==> src/hdl/assert_macros.svh <==
// Assertion helpers shared by the RTL.
`ifndef ASSERT_MACROS_SVH
`define ASSERT_MACROS_SVH

`ifndef ASSERT_OFF

// Property must hold at every clock edge outside reset.
`define ASSERT_PROP(label, clk, rst_n, prop) \
  label: assert property (@(posedge clk) disable iff (!rst_n) prop) \
    else $error("assertion failed");

// Expression must never be true outside reset.
`define ASSERT_NEVER(label, clk, rst_n, expr) \
  label: assert property (@(posedge clk) disable iff (!rst_n) !(expr)) \
    else $error("forbidden condition seen");

`else

`define ASSERT_PROP(label, clk, rst_n, prop)
`define ASSERT_NEVER(label, clk, rst_n, expr)

`endif

`endif

==> src/hdl/mbe_pkg.sv <==
package mbe_pkg;

  localparam int CFG_IDX_W  = 3;
  localparam int CFG_DATA_W = 32;
  localparam int FRAC_BITS  = 28;
  localparam int SUM_W      = 48;

  localparam int MAX_COLS_DEF = 4096;
  localparam int MAX_ROWS_DEF = 4096;

  // register indexes on the configuration port
  typedef enum logic [CFG_IDX_W-1:0] {
    REG_X_MIN      = 3'd0,
    REG_Y_MAX      = 3'd1,
    REG_X_STEP     = 3'd2,
    REG_Y_STEP     = 3'd3,
    REG_ITER_LIMIT = 3'd4,
    REG_BAILOUT_SQ = 3'd5,
    REG_NUM_COLORS = 3'd6
  } cfg_idx_t;

  localparam logic [31:0] X_MIN_RST      = 32'hE199_999A; // -1.9
  localparam logic [31:0] Y_MAX_RST      = 32'h1199_9999; // 1.1
  localparam logic [30:0] X_STEP_RST     = 31'd2621440;
  localparam logic [30:0] Y_STEP_RST     = 31'd2952790;
  localparam logic [15:0] ITER_LIMIT_RST = 16'd1024;
  localparam logic [31:0] BAILOUT_SQ_RST = 32'h4000_0000; // 4.0
  localparam logic [5:0]  NUM_COLORS_RST = 6'd6;

  typedef struct packed {
    logic [31:0] x_min;
    logic [31:0] y_max;
    logic [30:0] x_step;
    logic [30:0] y_step;
    logic [15:0] iter_limit;
    logic [31:0] bailout_sq;
    logic [5:0]  num_colors;
  } cfg_t;

  typedef enum logic [3:0] {
    ST_IDLE,
    ST_MCR,
    ST_MCI,
    ST_INIT,
    ST_SQR,
    ST_SQI,
    ST_MRI,
    ST_CHK,
    ST_WAIT
  } state_t;

  // clamp a wide signed sum to the signed 32-bit range
  function automatic logic signed [31:0] sat32(input logic signed [SUM_W-1:0] v);
    logic signed [SUM_W-1:0] hi;
    logic signed [SUM_W-1:0] lo;
    hi = SUM_W'(64'sd2147483647);
    lo = -hi - SUM_W'(64'sd1);
    if (v > hi) begin
      return hi[31:0];
    end else if (v < lo) begin
      return lo[31:0];
    end
    return v[31:0];
  endfunction

endpackage

==> src/hdl/mbe_cfg_regs.sv <==
module mbe_cfg_regs (
  input  logic                           clk,
  input  logic                           rst_n,
  input  logic                           cfg_we,
  input  logic [mbe_pkg::CFG_IDX_W-1:0]  cfg_index,
  input  logic [mbe_pkg::CFG_DATA_W-1:0] cfg_data,
  output mbe_pkg::cfg_t                  cfg
);

  mbe_pkg::cfg_t cfg_r;
  mbe_pkg::cfg_t cfg_nxt;

  always_comb begin
    cfg_nxt = cfg_r;
    if (cfg_we) begin
      case (cfg_index)
        mbe_pkg::REG_X_MIN:      cfg_nxt.x_min      = cfg_data;
        mbe_pkg::REG_Y_MAX:      cfg_nxt.y_max      = cfg_data;
        mbe_pkg::REG_X_STEP:     cfg_nxt.x_step     = cfg_data[30:0];
        mbe_pkg::REG_Y_STEP:     cfg_nxt.y_step     = cfg_data[30:0];
        mbe_pkg::REG_ITER_LIMIT: cfg_nxt.iter_limit = cfg_data[15:0];
        mbe_pkg::REG_BAILOUT_SQ: cfg_nxt.bailout_sq = cfg_data;
        mbe_pkg::REG_NUM_COLORS: cfg_nxt.num_colors = cfg_data[5:0];
        default: ; // unknown index: drop the word
      endcase
    end
  end

  always_ff @(posedge clk) begin
    if (!rst_n) begin
      cfg_r.x_min      <= mbe_pkg::X_MIN_RST;
      cfg_r.y_max      <= mbe_pkg::Y_MAX_RST;
      cfg_r.x_step     <= mbe_pkg::X_STEP_RST;
      cfg_r.y_step     <= mbe_pkg::Y_STEP_RST;
      cfg_r.iter_limit <= mbe_pkg::ITER_LIMIT_RST;
      cfg_r.bailout_sq <= mbe_pkg::BAILOUT_SQ_RST;
      cfg_r.num_colors <= mbe_pkg::NUM_COLORS_RST;
    end else begin
      cfg_r <= cfg_nxt;
    end
  end

  assign cfg = cfg_r;

endmodule

==> src/hdl/mbe_mul.sv <==
// Shared signed 32x32 multiplier, product registered.
module mbe_mul (
  input  logic               clk,
  input  logic signed [31:0] mul_a,
  input  logic signed [31:0] mul_b,
  output logic signed [63:0] mul_p
);

  logic signed [63:0] p_r;

  always_ff @(posedge clk) begin
    p_r <= mul_a * mul_b;
  end

  assign mul_p = p_r;

endmodule

==> src/hdl/mandelbrot_escape_time_pixel.sv <==
// channel  direction  handshake            payload
// in       input      in_valid/in_stall    in_pixel_row[11:0], in_pixel_col[11:0]
// out      output     out_valid/out_stall  out_color_index[5:0]
// cfg      input      cfg_we               cfg_index[2:0], cfg_data[31:0]
//
// A pixel runs k iterations (1 to the iteration limit) and then waits for a free
// output register; one shared multiplier does three products per iteration and
// both coordinate products. An iteration limit of zero gives colour 0 with no
// iterations run.
// Reset: synchronous, active low; control and cfg registers take defaults.
// in_stall is high from acceptance until the result is in the output
// register; a stalled output word holds and blocks only the next result.
`include "assert_macros.svh"

module mandelbrot_escape_time_pixel #(
  parameter int MAX_COLS = mbe_pkg::MAX_COLS_DEF,
  parameter int MAX_ROWS = mbe_pkg::MAX_ROWS_DEF
) (
  input  logic                           clk,
  input  logic                           rst_n,
  input  logic                           in_valid,
  output logic                           in_stall,
  input  logic [11:0]                    in_pixel_row,
  input  logic [11:0]                    in_pixel_col,
  output logic                           out_valid,
  input  logic                           out_stall,
  output logic [5:0]                     out_color_index,
  input  logic                           cfg_we,
  input  logic [mbe_pkg::CFG_IDX_W-1:0]  cfg_index,
  input  logic [mbe_pkg::CFG_DATA_W-1:0] cfg_data
);

  localparam int          SW      = mbe_pkg::SUM_W;
  localparam int          FB      = mbe_pkg::FRAC_BITS;
  localparam logic [16:0] COL_LIM = 17'(MAX_COLS - 1);
  localparam logic [16:0] ROW_LIM = 17'(MAX_ROWS - 1);

  mbe_pkg::cfg_t cfg;

  mbe_cfg_regs u_cfg (
    .clk       (clk),
    .rst_n     (rst_n),
    .cfg_we    (cfg_we),
    .cfg_index (cfg_index),
    .cfg_data  (cfg_data),
    .cfg       (cfg)
  );

  logic signed [31:0] mul_a;
  logic signed [31:0] mul_b;
  logic signed [63:0] mul_p;

  mbe_mul u_mul (
    .clk   (clk),
    .mul_a (mul_a),
    .mul_b (mul_b),
    .mul_p (mul_p)
  );

  mbe_pkg::state_t    state_r, state_nxt;
  logic               out_valid_r, out_valid_nxt;
  logic [5:0]         out_color_r, out_color_nxt;
  logic [11:0]        row_r, row_nxt;
  logic [11:0]        col_r, col_nxt;
  logic signed [31:0] cr_r, cr_nxt;
  logic signed [31:0] ci_r, ci_nxt;
  logic signed [31:0] zr_r, zr_nxt;
  logic signed [31:0] zi_r, zi_nxt;
  logic [63:0]        rr_r, rr_nxt;
  logic signed [63:0] d_r, d_nxt;
  logic               esc_r, esc_nxt;
  logic [15:0]        iter_r, iter_nxt;
  logic [5:0]         cc_r, cc_nxt;
  logic [5:0]         res_r, res_nxt;

  logic [64:0]        mag;
  logic [64:0]        limit;
  logic               last_iter;
  logic               out_free;
  logic [6:0]         cc_inc;

  assign mag       = {1'b0, rr_r} + {1'b0, mul_p};
  assign limit     = {5'd0, cfg.bailout_sq, {FB{1'b0}}};
  assign last_iter = ({1'b0, iter_r} + 17'd1) == {1'b0, cfg.iter_limit};
  assign out_free  = !out_valid_r || !out_stall;
  assign cc_inc    = {1'b0, cc_r} + 7'd1;

  always_comb begin
    state_nxt     = state_r;
    out_valid_nxt = out_valid_r && out_stall;
    out_color_nxt = out_color_r;
    row_nxt       = row_r;
    col_nxt       = col_r;
    cr_nxt        = cr_r;
    ci_nxt        = ci_r;
    zr_nxt        = zr_r;
    zi_nxt        = zi_r;
    rr_nxt        = rr_r;
    d_nxt         = d_r;
    esc_nxt       = esc_r;
    iter_nxt      = iter_r;
    cc_nxt        = cc_r;
    res_nxt       = res_r;
    mul_a         = '0;
    mul_b         = '0;
    in_stall      = (state_r != mbe_pkg::ST_IDLE);

    case (state_r)
      mbe_pkg::ST_IDLE: begin
        if (in_valid) begin
          row_nxt  = ({5'd0, in_pixel_row} > ROW_LIM) ? ROW_LIM[11:0] : in_pixel_row;
          col_nxt  = ({5'd0, in_pixel_col} > COL_LIM) ? COL_LIM[11:0] : in_pixel_col;
          iter_nxt = '0;
          cc_nxt   = '0;
          if (cfg.iter_limit == 16'd0) begin
            res_nxt   = '0;
            state_nxt = mbe_pkg::ST_WAIT;
          end else begin
            state_nxt = mbe_pkg::ST_MCR;
          end
        end
      end
      mbe_pkg::ST_MCR: begin
        mul_a     = $signed({20'd0, col_r});
        mul_b     = $signed({1'b0, cfg.x_step});
        state_nxt = mbe_pkg::ST_MCI;
      end
      mbe_pkg::ST_MCI: begin
        cr_nxt    = mbe_pkg::sat32($signed({{(SW-32){cfg.x_min[31]}}, cfg.x_min})
                                   + $signed(mul_p[SW-1:0]));
        mul_a     = $signed({20'd0, row_r});
        mul_b     = $signed({1'b0, cfg.y_step});
        state_nxt = mbe_pkg::ST_INIT;
      end
      mbe_pkg::ST_INIT: begin
        // first step from z = 0 gives z = c
        ci_nxt    = mbe_pkg::sat32($signed({{(SW-32){cfg.y_max[31]}}, cfg.y_max})
                                   - $signed(mul_p[SW-1:0]));
        zr_nxt    = cr_r;
        zi_nxt    = ci_nxt;
        state_nxt = mbe_pkg::ST_SQR;
      end
      mbe_pkg::ST_SQR: begin
        mul_a     = zr_r;
        mul_b     = zr_r;
        state_nxt = mbe_pkg::ST_SQI;
      end
      mbe_pkg::ST_SQI: begin
        rr_nxt    = mul_p;
        mul_a     = zi_r;
        mul_b     = zi_r;
        state_nxt = mbe_pkg::ST_MRI;
      end
      mbe_pkg::ST_MRI: begin
        esc_nxt   = mag > limit;
        d_nxt     = $signed(rr_r) - mul_p;
        mul_a     = zr_r;
        mul_b     = zi_r;
        state_nxt = mbe_pkg::ST_CHK;
      end
      mbe_pkg::ST_CHK: begin
        if (esc_r || last_iter) begin
          res_nxt   = (cfg.num_colors == 6'd0) ? 6'd0 : cc_r;
          state_nxt = mbe_pkg::ST_WAIT;
        end else begin
          // floor shifts: take the upper bits with the sign carried
          zr_nxt    = mbe_pkg::sat32($signed({{(SW-64+FB){d_r[63]}}, d_r[63:FB]})
                                     + $signed({{(SW-32){cr_r[31]}}, cr_r}));
          zi_nxt    = mbe_pkg::sat32($signed({{(SW-65+FB){mul_p[63]}}, mul_p[63:FB-1]})
                                     + $signed({{(SW-32){ci_r[31]}}, ci_r}));
          iter_nxt  = iter_r + 16'd1;
          cc_nxt    = (cc_inc == {1'b0, cfg.num_colors}) ? 6'd0 : cc_inc[5:0];
          state_nxt = mbe_pkg::ST_SQR;
        end
      end
      mbe_pkg::ST_WAIT: begin
        // hold until the output register is free
        if (out_free) begin
          out_valid_nxt = 1'b1;
          out_color_nxt = res_r;
          state_nxt     = mbe_pkg::ST_IDLE;
        end
      end
      default: begin
        state_nxt = mbe_pkg::ST_IDLE;
      end
    endcase
  end

  always_ff @(posedge clk) begin
    if (!rst_n) begin
      state_r     <= mbe_pkg::ST_IDLE;
      out_valid_r <= 1'b0;
    end else begin
      state_r     <= state_nxt;
      out_valid_r <= out_valid_nxt;
    end
  end

  always_ff @(posedge clk) begin
    out_color_r <= out_color_nxt;
    row_r       <= row_nxt;
    col_r       <= col_nxt;
    cr_r        <= cr_nxt;
    ci_r        <= ci_nxt;
    zr_r        <= zr_nxt;
    zi_r        <= zi_nxt;
    rr_r        <= rr_nxt;
    d_r         <= d_nxt;
    esc_r       <= esc_nxt;
    iter_r      <= iter_nxt;
    cc_r        <= cc_nxt;
    res_r       <= res_nxt;
  end

  assign out_valid       = out_valid_r;
  assign out_color_index = out_color_r;

  `ASSERT_PROP(a_busy_after_accept, clk, rst_n, (in_valid && !in_stall) |=> in_stall)
  `ASSERT_NEVER(a_iter_in_range, clk, rst_n, (state_r == mbe_pkg::ST_CHK) && (iter_r >= cfg.iter_limit))
  `ASSERT_NEVER(a_colour_wrap, clk, rst_n, (state_r == mbe_pkg::ST_CHK) && (cfg.num_colors != 6'd0) && (cc_r >= cfg.num_colors))
  `ASSERT_PROP(a_out_in_palette, clk, rst_n, out_valid_r |-> ((cfg.num_colors == 6'd0) && (out_color_r == 6'd0)) || (out_color_r < cfg.num_colors))

endmodule
==> config.mk <==
export PLATFORM = sky130hd
export DESIGN_NAME = mandelbrot_escape_time_pixel
export DESIGN_NICKNAME = d
export VERILOG_FILES = /design/src/hdl/mbe_pkg.sv /design/src/hdl/mbe_cfg_regs.sv /design/src/hdl/mbe_mul.sv /design/src/hdl/mandelbrot_escape_time_pixel.sv
export VERILOG_INCLUDE_DIRS = /design/src /design/src/hdl
export SDC_FILE = /design/constraint.sdc
export NUM_CORES = 2
export LEC_CHECK = 0
export ABC_CLOCK_PERIOD_IN_PS = 13450
export BUFFER_PORTS_ARGS = -buffer_cell sky130_fd_sc_hd__buf_2
export CORE_MARGIN = 5
export CORE_UTILIZATION = 30
export DETAILED_ROUTE_END_ITERATION = 12
export HOLD_SLACK_MARGIN = 0.15
export PLACE_DENSITY_LB_ADDON = 0.12
export REMOVE_ABC_BUFFERS = 1
export SYNTH_ARGS = -nofsm -noshare
export SYNTH_HDL_FRONTEND = slang
export SYNTH_SLANG_ARGS = --single-unit
==> constraint.sdc <==
create_clock -name clk -period 13.45 [get_ports clk]
set_clock_uncertainty 0.15 [all_clocks]
set_input_delay 1.345 -clock clk [delete_from_list [all_inputs] [get_ports clk]]
set_output_delay 1.345 -clock clk [all_outputs]
set_load 0.05 [all_outputs]
==> results.md <==
- Nets: a little under 10k
- Number of setup violations in the final report: 0
- Final TNS setup: 0 ps
- Die Area: between 0.2 and 0.3 mm²
- Worst-path clk slew: ~60 ps
- PD cells: approximately 90 mW/mm²
- Run status: finished, final reports clean
- Row cnt: ~180
- DP Wirelength: around 240000 µm
- Leakage: 35.4 nW
- GPL Wtd Cong: 0.904
- Cell taking the most area after synthesis: fa_1
- Hold Violations, Final: 0
- WP data arrival: around 12000 ps
- CTS root buf: clkbuf_16
- Max Fclk: slightly below 0.09 GHz
- GR met2 Demand/Resource: a little under two fifths
- Post-synth top area share: between 20% and 30%
- Critical path's most frequent cell: fa_1
- Vias: about 59k
- Setup Buffers After CTS: 0
- Ports: roughly 70
- Flop and latch count out of synthesis: about 540
- Max Cap Viol: 0
- R2R depth: 28
- CP startpoint kind: flip-flop
- Hold Path Class: flip-flop to flip-flop
- Largest net degree at the start of global routing: between 70 and 80
- CTS Buffer Depth: 3
- GR Layer Usage met1: roughly a third
- EDFF count, synth: between 200 and 300
- DRT iter0 DRCs: around 5k
- CTS tree: built
- Detail Route Antenna Nets: 0
- Tmin final: approximately 11000 ps
- Overflow after GRT: 0
- Warnings, synthesis: 0
- Hold buffers post-CTS: 0
- Final instance area: 0.0794 mm²
- Post-synth top cells: nand2_1, inv_1, fa_1, nor2_1, ha_1
- Post-DR wirelength/cell: 25.5 µm
- Initial Util: a little under a third
- Post-DP Area: about 0.077 mm²
- Synth-to-Final Area Change: 8.91%
- Synth Cell Area: approximately 0.073 mm²
- DRT Pass-1 Iters: 6
- Num Clock Sinks: between 500 and 600
- CTS Buf Count: 71
- Sequential share of the synthesized area: a little under a fifth
- Slew HR: a little under an eighth
- Vias in the first global route: 61.2k
- Final WL: between 200000 and 300000 µm
- Post-Synthesis Cells: slightly above 8k
- Peak VDD IR: slightly above 0.00009 V
- Dominant synthesized flop cell: edfxtp_1
- Total track usage: around 23%
- Slowest stage delay, CP: 1040 ps
- Post-synth ARST share: 0%
- Grt met3 use: roughly 2.3%
- CP Class: flip-flop to flip-flop
- CP max-delay cell: o21a_1
- Synth area leaders: fa_1, edfxtp_1, ha_1
- Fin. max-slew vios: 0
- Core outline area: ~0.24 mm²
- RSZ-0062 raised after global routing: false
- Post-Route Utilization: between 30% and 40%
- Cell with the most instances after synthesis: nand2_1
- Port bufs: ~70
- Period utilization: between 80% and 90%
- Die H: about 500 µm
- Worst Max-Slew Pin Slew: roughly 1300 ps
- Required time of the critical path: approximately 14000 ps
- CTS resizes: 0
- Residual DRC count: 0
- Pre-CTS WS: 2310 ps
- Crit path capture type: flip-flop
- Insertion delay to the later sink of the worst-skew pair: 680 ps
- Hold depth: 0
- H-tree levels: 3
- Busiest grt layer: met2
- Post-synthesis cell type count: approximately 100
- PnR worst setup slack: about 2200 ps
- Initial antenna violation count: 25
- Share of cells above drive strength 1: under 10%
- Die width: between 500 and 600 µm
- Avg Vias per Cell: around 5.2
- Worst-path fanout max: 28
- Syn Area/Cell: ~8.8 µm²
- First-pass GRT wire length: 429000 µm
- Tot Pwr: 7.19 mW
## cells by family (layout without fill, tap and decap cells)
group,count (synthesis),count (layout),share of synthesized area [%]
AND/OR/NAND/NOR,2611,2611,15.5
AO/OA/AOI/OAI,1609,1609,14.8
adder cells (fa/ha/maj),1599,1599,38.6
buffers and inverters,1568,1522,8.14
flip-flops,536,536,18.6
XOR/XNOR,325,325,3.91
multiplexers,29,29,0.403
other,0,7,0
## worst paths after layout
kind | start | endpoint | slack, ps
max | state_r[1] | u_mul.mul_p[63] | 2230
min | res_r[0] | out_color_index[0] | 260
max reg2reg | state_r[1] | u_mul.mul_p[63] | 2230
min reg2reg | res_r[0] | out_color_index[0] | 260
## metal layers
layer / vias up / wire length [µm] / part of all wire (%)
met5: - / 0 / 0
met4: 0 / 8570 / 2.9
met3: 314 / 14100 / 4.8
met2: 1616 / 134000 / 46
met1: 30600 / 135000 / 46
li1: 26900 / - / -
## cell usage in the layout, fill, tap and decap left out, drive strengths merged, types with 235 or more instances in the layout
master / instances
a21oi: 397
buf: 235
dfxtp: 249
edfxtp: 287
fa: 1087
ha: 512
inv: 1169
nand2: 1165
nor2: 809
o21ai: 304
## flip-flops by register name (all words and copies together), names as in the netlist, 4 cells and up
name / count
u_cfg.cfg: 180
out_color_index: 6
rr_r: 64
zr_r: 32
d_r: 36
u_mul.mul_p: 64
state_r: 4
cr_r: 32
row_r: 12
res_r: 6
cc_r: 6
col_r: 12
ci_r: 32
zi_r: 32
iter_r: 16
## cell type report
class | count | area [µm²]
fill | 25400 | 163000
multi-input combinational | 6173 | 53600
sequential | 536 | 13600
inverter | 1157 | 4340
tap | 3202 | 4010
clock buffer | 80 | 1860
timing repair buffer | 235 | 1600
clock inverter | 50 | 424
antenna | 7 | 17.5
## power breakdown
group	total, mW	internal, mW	switching, mW
combinational	3.24	0.981	2.25
clock	1.92	1.09	0.835
sequential	2.03	1.92	0.118
total	7.19	3.99	3.21
## worst max-delay path: cells and delay by family (launching register included)
kind            cells  cell delay (ps)
flops               1              660
xor+xnor            1              150
compound gates     12             4580
buf+inv             3              380
fa+ha+maj           9             4620
simple gates        3              560
## metrics by stage
stage / hold WS, ps / cells
6_report: 256 / 11400
5_1_grt: 258 / 11400
4_1_cts: 257 / 11400
3_5_place_dp: 263 / 11300
3_3_place_gp: 252 / 11300
2_1_floorplan: 250 / 7866
Note: power is estimated with default switching activity, not from simulation.
